<file path="config.mk">
export PLATFORM = sky130hd
export DESIGN_NAME = tx_timestamp_matcher_core
export DESIGN_NICKNAME = d
export VERILOG_FILES = /design/src/sv/tsm_pkg.sv /design/src/sv/tsm_ram.sv /design/src/sv/tx_timestamp_matcher_core.sv
export SDC_FILE = /design/constraint.sdc
export NUM_CORES = 2
export LEC_CHECK = 0
export ABC_AREA = 0
export BUFFER_PORTS_ARGS = -buffer_cell sky130_fd_sc_hd__clkbuf_2
export CAP_MARGIN = 5
export CORE_MARGIN = 5
export CORE_UTILIZATION = 57
export CTS_BUF_LIST = sky130_fd_sc_hd__clkbuf_16
export CTS_CLUSTER_DIAMETER = 200
export DETAILED_ROUTE_END_ITERATION = 8
export PLACE_DENSITY = 0.77
export SLEW_MARGIN = 25
export SYNTH_ARGS = -nofsm -noshare
export SYNTH_HDL_FRONTEND = slang
export SYNTH_SLANG_ARGS = --single-unit
</file>
<file path="constraint.sdc">
create_clock -name aclk -period 6.35 [get_ports aclk]
set_clock_uncertainty 0.15 [all_clocks]
set_input_delay 0.9525 -clock aclk [delete_from_list [all_inputs] [get_ports aclk]]
set_output_delay 0.9525 -clock aclk [all_outputs]
set_load 0.02 [all_outputs]
</file>
<file path="src/sv/tsm_pkg.sv">
package tsm_pkg;

    localparam int PACKET_DEPTH = 16;
    localparam int STAMP_DEPTH  = 16;
    localparam int HANDLE_BITS  = 16;

    localparam int TAG_W    = 8;
    localparam int OHANDLE_W = 16;
    localparam int SECS_W   = 32;
    localparam int NSECS_W  = 32;
    localparam int TOTAL_W  = 62;
    localparam int STATUS_W = 2;

    localparam int NSEC_W = 30;
    localparam logic [NSEC_W-1:0] NS_PER_SECOND = 30'd1000000000;

    localparam int PKT_AW  = $clog2(PACKET_DEPTH);
    localparam int PKT_CW  = $clog2(PACKET_DEPTH + 1);
    localparam int STP_AW  = $clog2(STAMP_DEPTH);
    localparam int STP_CW  = $clog2(STAMP_DEPTH + 1);
    localparam int PKT_DW  = HANDLE_BITS + TAG_W;
    localparam int NTAG_W  = NSECS_W + TAG_W;

    localparam logic OP_PACKET = 1'b0;
    localparam logic OP_STAMP  = 1'b1;

    localparam logic [STATUS_W-1:0] ST_MATCHED    = 2'd0;
    localparam logic [STATUS_W-1:0] ST_LOST       = 2'd1;
    localparam logic [STATUS_W-1:0] ST_PKT_DROP   = 2'd2;
    localparam logic [STATUS_W-1:0] ST_STAMP_DROP = 2'd3;

    typedef enum logic [2:0] {
        S_IDLE,
        S_PEEK,
        S_RES_RD,
        S_RES_CMP,
        S_MUL,
        S_ADD,
        S_OUT
    } state_t;

endpackage

</file>
<file path="src/sv/tsm_ram.sv">
module tsm_ram #(
    parameter int WIDTH = 8,
    parameter int DEPTH = 16
) (
    input  logic                     aclk,
    input  logic                     we,
    input  logic [$clog2(DEPTH)-1:0] waddr,
    input  logic [WIDTH-1:0]         wdata,
    input  logic [$clog2(DEPTH)-1:0] raddr,
    output logic [WIDTH-1:0]         rdata
);

    logic [WIDTH-1:0] mem_reg [DEPTH];
    logic [WIDTH-1:0] rdata_reg;

    always_ff @(posedge aclk) begin
        if (we) begin
            mem_reg[waddr] <= wdata;
        end
        rdata_reg <= mem_reg[raddr];
    end

    assign rdata = rdata_reg;

endmodule

</file>
<file path="src/sv/tx_timestamp_matcher_core.sv">
// Packet push, or timestamp queued with no packet pending: no result.
// Packet dropped, or timestamp dropped with no packet pending: S_MUL, S_ADD, then S_OUT.
// Direct match, or timestamp dropped after a tag miss: S_PEEK, S_MUL, S_ADD, then S_OUT.
// Resolve pass: S_PEEK, then per result S_RES_RD, S_RES_CMP, S_MUL, S_ADD, S_OUT wait.
// Ready again the cycle after the last result is taken. Synchronous active-low reset
// clears FIFO pointers, counts and the sequencer; FIFO storage is not cleared.
module tx_timestamp_matcher_core (
    input  logic                          aclk,
    input  logic                          aresetn,
    input  logic                          s_valid,
    output logic                          s_ready,
    input  logic                          s_opcode,
    input  logic [15:0]                   s_packet_handle,
    input  logic [tsm_pkg::TAG_W-1:0]     s_seq_tag,
    input  logic [tsm_pkg::SECS_W-1:0]    s_ts_secs,
    input  logic [tsm_pkg::NSECS_W-1:0]   s_ts_nsecs,
    output logic                          m_valid,
    input  logic                          m_ready,
    output logic [tsm_pkg::OHANDLE_W-1:0] m_out_handle,
    output logic [tsm_pkg::SECS_W-1:0]    m_stamp_secs,
    output logic [tsm_pkg::NSECS_W-1:0]   m_stamp_nsecs,
    output logic [tsm_pkg::TOTAL_W-1:0]   m_stamp_total_ns,
    output logic [tsm_pkg::STATUS_W-1:0]  m_status,
    output logic                          m_last
);

    tsm_pkg::state_t state_reg, state_next;

    logic [tsm_pkg::PKT_AW-1:0] pkt_head_reg, pkt_head_next;
    logic [tsm_pkg::PKT_AW-1:0] pkt_tail_reg, pkt_tail_next;
    logic [tsm_pkg::PKT_CW-1:0] pkt_count_reg, pkt_count_next;
    logic [tsm_pkg::STP_AW-1:0] stp_head_reg, stp_head_next;
    logic [tsm_pkg::STP_AW-1:0] stp_tail_reg, stp_tail_next;
    logic [tsm_pkg::STP_CW-1:0] stp_count_reg, stp_count_next;

    logic [tsm_pkg::TAG_W-1:0]   in_tag_reg, in_tag_next;
    logic [tsm_pkg::SECS_W-1:0]  in_secs_reg, in_secs_next;
    logic [tsm_pkg::NSECS_W-1:0] in_nsecs_reg, in_nsecs_next;

    logic [tsm_pkg::OHANDLE_W-1:0] res_handle_reg, res_handle_next;
    logic [tsm_pkg::SECS_W-1:0]    res_secs_reg, res_secs_next;
    logic [tsm_pkg::NSECS_W-1:0]   res_nsecs_reg, res_nsecs_next;
    logic [tsm_pkg::STATUS_W-1:0]  res_status_reg, res_status_next;
    logic                          res_last_reg, res_last_next;
    logic [tsm_pkg::TOTAL_W-1:0]   prod_reg, prod_next;
    logic [tsm_pkg::TOTAL_W-1:0]   total_reg, total_next;

    logic                        pkt_we;
    logic [tsm_pkg::PKT_DW-1:0]  pkt_wdata;
    logic [tsm_pkg::PKT_DW-1:0]  pkt_rdata;
    logic                        stp_we;
    logic [tsm_pkg::SECS_W-1:0]  stp_secs_rdata;
    logic [tsm_pkg::NTAG_W-1:0]  stp_ntag_wdata;
    logic [tsm_pkg::NTAG_W-1:0]  stp_ntag_rdata;

    logic [tsm_pkg::HANDLE_BITS-1:0] handle_in;
    logic [tsm_pkg::TAG_W-1:0]       head_pkt_tag;
    logic [tsm_pkg::HANDLE_BITS-1:0] head_pkt_handle;
    logic [tsm_pkg::TAG_W-1:0]       head_stp_tag;
    logic                            pkt_full, pkt_empty, stp_full;
    logic [tsm_pkg::PKT_AW-1:0]      pkt_head_inc, pkt_tail_inc;
    logic [tsm_pkg::STP_AW-1:0]      stp_head_inc, stp_tail_inc;

    assign handle_in       = tsm_pkg::HANDLE_BITS'(s_packet_handle);
    assign head_pkt_tag    = pkt_rdata[tsm_pkg::HANDLE_BITS +: tsm_pkg::TAG_W];
    assign head_pkt_handle = pkt_rdata[tsm_pkg::HANDLE_BITS-1:0];
    assign head_stp_tag    = stp_ntag_rdata[tsm_pkg::NSECS_W +: tsm_pkg::TAG_W];

    assign pkt_full  = (pkt_count_reg == tsm_pkg::PKT_CW'(tsm_pkg::PACKET_DEPTH));
    assign pkt_empty = (pkt_count_reg == '0);
    assign stp_full  = (stp_count_reg == tsm_pkg::STP_CW'(tsm_pkg::STAMP_DEPTH));

    assign pkt_head_inc = (pkt_head_reg == tsm_pkg::PKT_AW'(tsm_pkg::PACKET_DEPTH - 1)) ?
                          '0 : pkt_head_reg + 1'b1;
    assign pkt_tail_inc = (pkt_tail_reg == tsm_pkg::PKT_AW'(tsm_pkg::PACKET_DEPTH - 1)) ?
                          '0 : pkt_tail_reg + 1'b1;
    assign stp_head_inc = (stp_head_reg == tsm_pkg::STP_AW'(tsm_pkg::STAMP_DEPTH - 1)) ?
                          '0 : stp_head_reg + 1'b1;
    assign stp_tail_inc = (stp_tail_reg == tsm_pkg::STP_AW'(tsm_pkg::STAMP_DEPTH - 1)) ?
                          '0 : stp_tail_reg + 1'b1;

    // packet FIFO: {tag, handle}
    tsm_ram #(
        .WIDTH(tsm_pkg::PKT_DW),
        .DEPTH(tsm_pkg::PACKET_DEPTH)
    ) u_pkt_ram (
        .aclk (aclk),
        .we   (pkt_we),
        .waddr(pkt_tail_reg),
        .wdata(pkt_wdata),
        .raddr(pkt_head_reg),
        .rdata(pkt_rdata)
    );

    tsm_ram #(
        .WIDTH(tsm_pkg::SECS_W),
        .DEPTH(tsm_pkg::STAMP_DEPTH)
    ) u_stp_secs_ram (
        .aclk (aclk),
        .we   (stp_we),
        .waddr(stp_tail_reg),
        .wdata(in_secs_next),
        .raddr(stp_head_reg),
        .rdata(stp_secs_rdata)
    );

    // stamp FIFO: {tag, nsecs}
    tsm_ram #(
        .WIDTH(tsm_pkg::NTAG_W),
        .DEPTH(tsm_pkg::STAMP_DEPTH)
    ) u_stp_ntag_ram (
        .aclk (aclk),
        .we   (stp_we),
        .waddr(stp_tail_reg),
        .wdata(stp_ntag_wdata),
        .raddr(stp_head_reg),
        .rdata(stp_ntag_rdata)
    );

    assign pkt_wdata      = {s_seq_tag, handle_in};
    assign stp_ntag_wdata = {in_tag_next, in_nsecs_next};

    always_ff @(posedge aclk) begin
        if (!aresetn) begin
            state_reg     <= tsm_pkg::S_IDLE;
            pkt_head_reg  <= '0;
            pkt_tail_reg  <= '0;
            pkt_count_reg <= '0;
            stp_head_reg  <= '0;
            stp_tail_reg  <= '0;
            stp_count_reg <= '0;
        end else begin
            state_reg     <= state_next;
            pkt_head_reg  <= pkt_head_next;
            pkt_tail_reg  <= pkt_tail_next;
            pkt_count_reg <= pkt_count_next;
            stp_head_reg  <= stp_head_next;
            stp_tail_reg  <= stp_tail_next;
            stp_count_reg <= stp_count_next;
        end
    end

    always_ff @(posedge aclk) begin
        in_tag_reg     <= in_tag_next;
        in_secs_reg    <= in_secs_next;
        in_nsecs_reg   <= in_nsecs_next;
        res_handle_reg <= res_handle_next;
        res_secs_reg   <= res_secs_next;
        res_nsecs_reg  <= res_nsecs_next;
        res_status_reg <= res_status_next;
        res_last_reg   <= res_last_next;
        prod_reg       <= prod_next;
        total_reg      <= total_next;
    end

    always_comb begin
        state_next      = state_reg;
        pkt_head_next   = pkt_head_reg;
        pkt_tail_next   = pkt_tail_reg;
        pkt_count_next  = pkt_count_reg;
        stp_head_next   = stp_head_reg;
        stp_tail_next   = stp_tail_reg;
        stp_count_next  = stp_count_reg;
        in_tag_next     = in_tag_reg;
        in_secs_next    = in_secs_reg;
        in_nsecs_next   = in_nsecs_reg;
        res_handle_next = res_handle_reg;
        res_secs_next   = res_secs_reg;
        res_nsecs_next  = res_nsecs_reg;
        res_status_next = res_status_reg;
        res_last_next   = res_last_reg;
        prod_next       = prod_reg;
        total_next      = total_reg;
        pkt_we          = 1'b0;
        stp_we          = 1'b0;
        s_ready         = 1'b0;
        m_valid         = 1'b0;

        case (state_reg)
            tsm_pkg::S_IDLE: begin
                s_ready = 1'b1;
                if (s_valid) begin
                    in_tag_next   = s_seq_tag;
                    in_secs_next  = s_ts_secs;
                    in_nsecs_next = s_ts_nsecs;
                    if (s_opcode == tsm_pkg::OP_PACKET) begin
                        if (pkt_full) begin
                            res_handle_next = tsm_pkg::OHANDLE_W'(handle_in);
                            res_secs_next   = '0;
                            res_nsecs_next  = '0;
                            res_status_next = tsm_pkg::ST_PKT_DROP;
                            res_last_next   = 1'b1;
                            state_next      = tsm_pkg::S_MUL;
                        end else begin
                            pkt_we         = 1'b1;
                            pkt_tail_next  = pkt_tail_inc;
                            pkt_count_next = pkt_count_reg + 1'b1;
                        end
                    end else if (pkt_empty) begin
                        if (stp_full) begin
                            res_handle_next = '0;
                            res_secs_next   = s_ts_secs;
                            res_nsecs_next  = s_ts_nsecs;
                            res_status_next = tsm_pkg::ST_STAMP_DROP;
                            res_last_next   = 1'b1;
                            state_next      = tsm_pkg::S_MUL;
                        end else begin
                            stp_we         = 1'b1;
                            stp_tail_next  = stp_tail_inc;
                            stp_count_next = stp_count_reg + 1'b1;
                        end
                    end else begin
                        // head packet data lands in the RAM output register
                        state_next = tsm_pkg::S_PEEK;
                    end
                end
            end

            tsm_pkg::S_PEEK: begin
                if (head_pkt_tag == in_tag_reg) begin
                    pkt_head_next   = pkt_head_inc;
                    pkt_count_next  = pkt_count_reg - 1'b1;
                    res_handle_next = tsm_pkg::OHANDLE_W'(head_pkt_handle);
                    res_secs_next   = in_secs_reg;
                    res_nsecs_next  = in_nsecs_reg;
                    res_status_next = tsm_pkg::ST_MATCHED;
                    res_last_next   = 1'b1;
                    state_next      = tsm_pkg::S_MUL;
                end else if (stp_full) begin
                    res_handle_next = '0;
                    res_secs_next   = in_secs_reg;
                    res_nsecs_next  = in_nsecs_reg;
                    res_status_next = tsm_pkg::ST_STAMP_DROP;
                    res_last_next   = 1'b1;
                    state_next      = tsm_pkg::S_MUL;
                end else begin
                    stp_we         = 1'b1;
                    stp_tail_next  = stp_tail_inc;
                    stp_count_next = stp_count_reg + 1'b1;
                    state_next     = tsm_pkg::S_RES_RD;
                end
            end

            tsm_pkg::S_RES_RD: begin
                state_next = tsm_pkg::S_RES_CMP;
            end

            tsm_pkg::S_RES_CMP: begin
                pkt_head_next   = pkt_head_inc;
                pkt_count_next  = pkt_count_reg - 1'b1;
                res_handle_next = tsm_pkg::OHANDLE_W'(head_pkt_handle);
                if (head_stp_tag == head_pkt_tag) begin
                    stp_head_next   = stp_head_inc;
                    stp_count_next  = stp_count_reg - 1'b1;
                    res_secs_next   = stp_secs_rdata;
                    res_nsecs_next  = stp_ntag_rdata[tsm_pkg::NSECS_W-1:0];
                    res_status_next = tsm_pkg::ST_MATCHED;
                    res_last_next   = (pkt_count_reg == tsm_pkg::PKT_CW'(1)) ||
                                      (stp_count_reg == tsm_pkg::STP_CW'(1));
                end else begin
                    res_secs_next   = '0;
                    res_nsecs_next  = '0;
                    res_status_next = tsm_pkg::ST_LOST;
                    res_last_next   = (pkt_count_reg == tsm_pkg::PKT_CW'(1));
                end
                state_next = tsm_pkg::S_MUL;
            end

            tsm_pkg::S_MUL: begin
                prod_next  = tsm_pkg::TOTAL_W'(res_secs_reg) *
                             tsm_pkg::TOTAL_W'(tsm_pkg::NS_PER_SECOND);
                state_next = tsm_pkg::S_ADD;
            end

            tsm_pkg::S_ADD: begin
                total_next = prod_reg + tsm_pkg::TOTAL_W'(res_nsecs_reg);
                state_next = tsm_pkg::S_OUT;
            end

            tsm_pkg::S_OUT: begin
                m_valid = 1'b1;
                if (m_ready) begin
                    state_next = res_last_reg ? tsm_pkg::S_IDLE : tsm_pkg::S_RES_RD;
                end
            end

            default: begin
                state_next = tsm_pkg::S_IDLE;
            end
        endcase
    end

    assign m_out_handle     = res_handle_reg;
    assign m_stamp_secs     = res_secs_reg;
    assign m_stamp_nsecs    = res_nsecs_reg;
    assign m_stamp_total_ns = total_reg;
    assign m_status         = res_status_reg;
    assign m_last           = res_last_reg;

endmodule

</file>
After elaboration in Yosys (flattened, before gate mapping)
Memory sizes are Yosys's and may differ from the RTL's. A register that Yosys moved wholly into a read port is not among the register bits.
Cells that the tools add are included.

storage, ports and cells
  flip-flop bits (word level) = 299
  bits in writable memories = 1536
  output and inout port bits = 147
  word-level logic and storage cells = 173
  memories = 3

cells by class
  add/sub/neg operators = 9
  multiply operators = 1
  equal/unequal tests = 30
  multiplexer cells = 96
  bitwise gates (word level) = 2
  reduce and logical (&&, ||, !) cells = 15

memory list
  memory                  depth  width  rd ports  clocked after Yosys merged registers in  wr ports  line           text
  u_stp_ntag_ram.mem_reg  16     40     1         1                                        1         tsm_ram.sv:13  logic [WIDTH-1:0] mem_reg [DEPTH];
  u_stp_secs_ram.mem_reg  16     32     1         1                                        1         tsm_ram.sv:13
  u_pkt_ram.mem_reg       16     24     1         1                                        1         tsm_ram.sv:13

operators by type and width
  operator                                              count
  two-way mux 32 bit                                    19
  one-hot mux 32 bit (3 select lines)                   2
  two-way mux 16 bit                                    6
  adder 62 x 32 -> 62 bit                               1
  multiplier 32 x 21 -> 53 bit (second input constant)  1
  two-way mux 5 bit                                     10
  one-hot mux 16 bit (3 select lines)                   1
  two-way mux 4 bit                                     10
  one-hot mux 5 bit (3 select lines)                    2
  two-way mux 3 bit                                     8
  two-way mux 1 bit                                     23
  one-hot mux 3 bit (7 select lines)                    1
  != test 2 bit (second input constant)                 9
  adder 4 x 1 -> 4 bit (second input constant)          4
  == test 4 bit (second input constant)                 4
  == test 8 bit                                         2
  two-way mux 8 bit                                     2
  one-hot mux 4 bit (2 select lines)                    2
  two-way mux 2 bit                                     7
  != test 3 bit (second input constant)                 4
  AND reduction 4 bit                                   3
  AND reduction 6 bit                                   2
  adder 5 x 1 -> 5 bit (second input constant)          2
  == test 5 x 1 -> 1 bit (second input constant)        2
  17 further kinds                                      26

Longest topological paths before layout
  depth after elaboration = 8
  depth in mapped cells = 24
  gate-level depth less buffers = 23

By module
A second synthesis with hierarchy kept.

unflattened totals
  cell total of the unflattened synthesis = 4908
  area, all modules = 86357.8 µm²

modules (own cells, without submodules)
  module                     instances  cells each  area each (µm²)
  tx_timestamp_matcher_core  1          2394        26460.4
  tsm_ram (u_stp_ntag_ram)   1          1040        25131.6
  tsm_ram (u_stp_secs_ram)   1          838         19835.3
  tsm_ram (u_pkt_ram)        1          636         14930.6

Worst setup path after synthesis
OpenSTA, ideal clock, no wires.

  path kind = flip-flop to flip-flop
  start = register res_secs_reg (netlist bit m_stamp_secs[8])
  end = register prod_reg[60] (netlist name) (data pin)
  data arrival time = 6197 ps
  path slack = -266 ps
  cell stages (with the launch flop) = 23
  path buffers = 1
  period minus slack after synthesis = 6616 ps
  cell sequence = edfxtp_1 > inv_1 > fa_1 > fa_1 > fa_1 > fa_1 > fa_1 > inv_1 > fa_1 > inv_1 > fa_1 > inv_1 > ha_1 > clkbuf_1 > a21o_1 > a21o_1 > a21oi_1 > nand3_1 > a41oi_2 > nor2_2 > a2111oi_2 > o41ai_2 > xor2_1

between the ends
  cells in the longest elaborated chain, start to end = 1

RTL lines
  element                       line                              text
  from (decl)                   tx_timestamp_matcher_core.sv:41   logic [tsm_pkg::SECS_W-1:0] res_secs_reg, res_secs_next;
  from (signal assigned)        tx_timestamp_matcher_core.sv:148  res_secs_reg <= res_secs_next;
  multiplier 32 x 21 -> 53 bit  tx_timestamp_matcher_core.sv:270  prod_next = tsm_pkg::TOTAL_W'(res_secs_reg) *
  to (signal assigned)          tx_timestamp_matcher_core.sv:152  prod_reg <= prod_next;
  to (decl)                     tx_timestamp_matcher_core.sv:45   logic [tsm_pkg::TOTAL_W-1:0] prod_reg, prod_next;

No other way between the ends.
A chain may end at the register's enable or synchronous reset.

Final worst setup path
  start = register res_secs_reg (netlist bit m_stamp_secs[11])
  end = register prod_reg[54] (netlist name) (data pin)

Same word-level chain as after synthesis.

==> metrics.md <==
| Metric | Value |
|---|---|
| Most frequent cell after synthesis | `edfxtp_1` |
| Final WS setup | `-0.1038 ns` |
| Global Route Usage Sum | `26.44%` |
| Sw Share | `about 37%` |
| Worst Max-Slew Pin Slew | `1.134 ns` |
| Min Tclk post-route | `6.454 ns` |
| Vias/cell | `6.119` |
| Ys async rst share | `0%` |
| Final Max Slew Viols | `0` |
| Iter 0 DRT Violations | `5024` |
| Unrepaired setup endpoints after global routing | `true` |
| Die Ht | `around 400 um` |
| Main combinational cell family by area after synthesis | `multiplexers` |
| Post-CTS Hold Buffers | `0` |
| Initial antenna violation count | `18` |
| CTS root buf | `clkbuf_16` |
| GP Congestion | `0.8984` |
| Via count | `around 45000` |
| XOR/XNOR Fraction of Synth Area | `1.311%` |
| Post-synth top cells | `edfxtp_1 (1734), inv_1 (607), mux4_2 (480), fa_1 (313), ha_1 (304)` |
| Post-DP HPWL | `123500 um` |
| Largest net degree at the start of global routing | `99` |
| Post-synth top flop | `edfxtp_1` |
| Net switching power | `between 0.02 and 0.025 W` |
| Crit end category | `flip-flop` |
| TritonRoute pass-1 iters | `9` |
| Worst-skew pair later-pin latency | `0.84 ns` |
| Hold Crit Class | `input pin to flip-flop` |
| Hold_ws | `0.3066 ns` |
| IO Port Bufs | `239` |
| Relative slew slack | `24.38%` |
| Pwr dens | `590.3 nW/um^2` |
| Share of the synthesized area in the top cell type | `60.42%` |
| Initial core utilization | `between 50% and 60%` |
| Synth area leaders | `edfxtp_1 (60%), mux4_2 (13%), fa_1 (7.3%), dfxtp_1 (4.6%), ha_1 (4.4%)` |
| VDD IR max | `1.498 mV` |
| Die W | `398.8 um` |
| Post-synth EDFFs | `1734` |
| Register share of total power | `27.6%` |
| Max FFs per register | `640` |
| WP data arrival | `6.84 ns` |
| Max Root-Sink Buffers | `3` |
| Floorplan core area | `roughly 150000 sq um` |
| Violated checks | `setup timing` |
| Clk slew on worst S/H paths | `0.06 ns` |
| Post-Syn Nets | `5410` |
| Post-Synth Simple-Gate Area | `~2.1%` |
| GR Overflow Total | `0` |
| CTS sink count | `1931` |
| Finished Cell Area | `98210 sq um` |
| Run status | `finished with violations` |
| Startpoint types | `flip-flop` |
| Number of hold violations in the final report | `0` |
| Antenna viol nets, final | `0` |
| Row Count | `142` |
| Synth Register Bits | `1931` |
| Vias in the first global route | `46770` |
| Post-Syn Area per Cell | `approximately 18 sq um` |
| First-pass GRT wire length | `approximately 310000 um` |
| Share of cells above drive strength 1 | `27.44%` |
| Post-layout util | `65.42%` |
| Fill count | `9806` |
| DRC Markers | `0` |
| Clock share of power | `18.3%` |
| Fin nets | `around 5900` |
| Area Overhead vs Synth | `13.96%` |
| Cts bufs inserted | `183` |
| Synth Cell Area | `86180 sq um` |
| Setup violators final | `9` |
| WL per Instance | `roughly 28 um` |
| Synth unique cells | `77` |
| Dominant cell type by area after synthesis | `edfxtp_1` |
| Worst path required time | `6.74 ns` |
| Internal | `0.03664 W` |
| Post-DP Area | `91570 sq um` |
| Post-synthesis compound-gate area fraction | `roughly 3%` |
| Logic gate share of total power | `54.1%` |
| WS Path Type | `flip-flop to flip-flop` |
| Mux cell area share after synthesis | `between 10% and 20%` |
| Static Leak | `35.43 nW` |
| CP max FO | `6` |
| Max cap viols | `0` |
| Die Area | `159100 sq um` |
| WL final | `206500 um` |
| Synth Area in Adders | `11.68%` |
| Crit share post-route | `101.6%` |
| Fin cells | `~7400` |
| Fmax | `154.9 MHz` |
| I/O Pins | `240` |
| CTS tree | `yes` |
| H-tree Lvls | `4` |
| Post-synthesis sequential area ratio | `between 60% and 70%` |
| Gate Count Post-Synth | `between 4000 and 5000` |
| Worst slack at placement | `-0.2129 ns` |
| Placed instance count | `roughly 7000` |
| Yosys warns | `0` |
-- cell type report --
cell class | instances | area, sq um | share of cell area (%)
flip-flops and latches | 1931 | 56040 | 57.06
multi-input cells | 1991 | 27870 | 28.38
clock buffers | 184 | 4604 | 4.688
repair buffers | 513 | 3550 | 3.614
well taps | 2016 | 2522 | 2.568
inverters | 607 | 2286 | 2.328
clock inverters | 164 | 1328 | 1.352
diodes | 4 | 10.01 | 0.01019
-- through the flow --
stage	TNS, ns	total power, W
CTS	-0.09671	0.05559
global placement	-0.4966	0.04309
finish	-0.5051	0.05797
global route	-3.187	0.06227
detailed placement	-1.392	0.04345
floorplan	-0.1649	0.03335
-- power groups by stage --
stage	clock network [W]	registers, W	logic, W
3_3_place_gp	0	0.0162	0.0269
2_1_floorplan	0	0.0162	0.0171
4_1_cts	0.0108	0.0160	0.0288
6_report	0.0106	0.0160	0.0314
3_5_place_dp	0	0.0162	0.0272
5_1_grt	0.0114	0.0160	0.0349
-- critical path: stages, from the launching register on --
cell and delay (ns):
edfxtp_1 0.53, inv_2 0.17, fa_1 0.45, fa_1 0.48
fa_1 0.53, fa_1 0.45, fa_1 0.50, inv_1 0.05
fa_1 0.47, inv_1 0.05, fa_1 0.52, inv_2 0.05
ha_4 0.21, a21o_1 0.15, a21o_1 0.18, a21oi_2 0.15
o21ai_1 0.07, a32oi_1 0.16, o21ai_1 0.09, buf_4 0.15
a221oi_4 0.28, o21ai_1 0.13, xor2_1 0.16
-- placed cells by master (no fill, tap or decap), drive strengths merged, types with 28 or more instances in the layout --
| cell | instances |
|---|---|
| nand2 | 78 |
| buf | 274 |
| xor2 | 50 |
| nor3 | 28 |
| mux4 | 480 |
| nand4 | 34 |
| xnor2 | 79 |
| dfxtp | 197 |
| edfxtp | 1734 |
| mux2 | 72 |
| a21o | 37 |
| a21oi | 90 |
| inv | 660 |
| o21ai | 50 |
| ha | 304 |
| nor2 | 65 |
| fa | 313 |
| a222oi | 80 |
| and2 | 40 |
| clkinv | 93 |
| clkbuf | 423 |
-- kinds of logic (layout without fill, tap and decap cells) --
logic type,Yosys count,count (layout)
flops,1931,1931
simple gates,347,347
fa+ha+maj,617,617
xor+xnor,129,129
buf+inv,778,1468
mux,559,559
compound gates,339,339
other cells,0,4
-- per-layer routing --
layer,share of wire [%],vias to the layer above,track usage [%],wire length (um)
met5,0.068,-,0,140
met4,2.6,20,7.404,5385
met3,9.8,346,5.772,20340
met2,49,2307,43.09,101600
met1,38,23610,36.69,79130
li1,-,19060,-,-
-- final timing paths --
kind / from / endpoint / slack, ns / depth (start not counted)
min: s_ts_nsecs[6] / m_stamp_nsecs[6] / 0.31 / 3
max reg2reg: m_stamp_secs[11] / prod_reg[54] / -0.10 / 22
min reg2reg: m_stamp_nsecs[7] / m_stamp_total_ns[7] / 0.31 / 0
max: m_stamp_secs[11] / prod_reg[54] / -0.10 / 22
-- what timing repair did --
item                                    CTS  global route
gates resized for setup                  38            68
buffers inserted                         11            11
pin swaps                                17            25
endpoints found under the setup margin   14            25
gates cloned                              0             0
endpoints found under the hold margin     0             0
(Power assumes the default switching activity.)
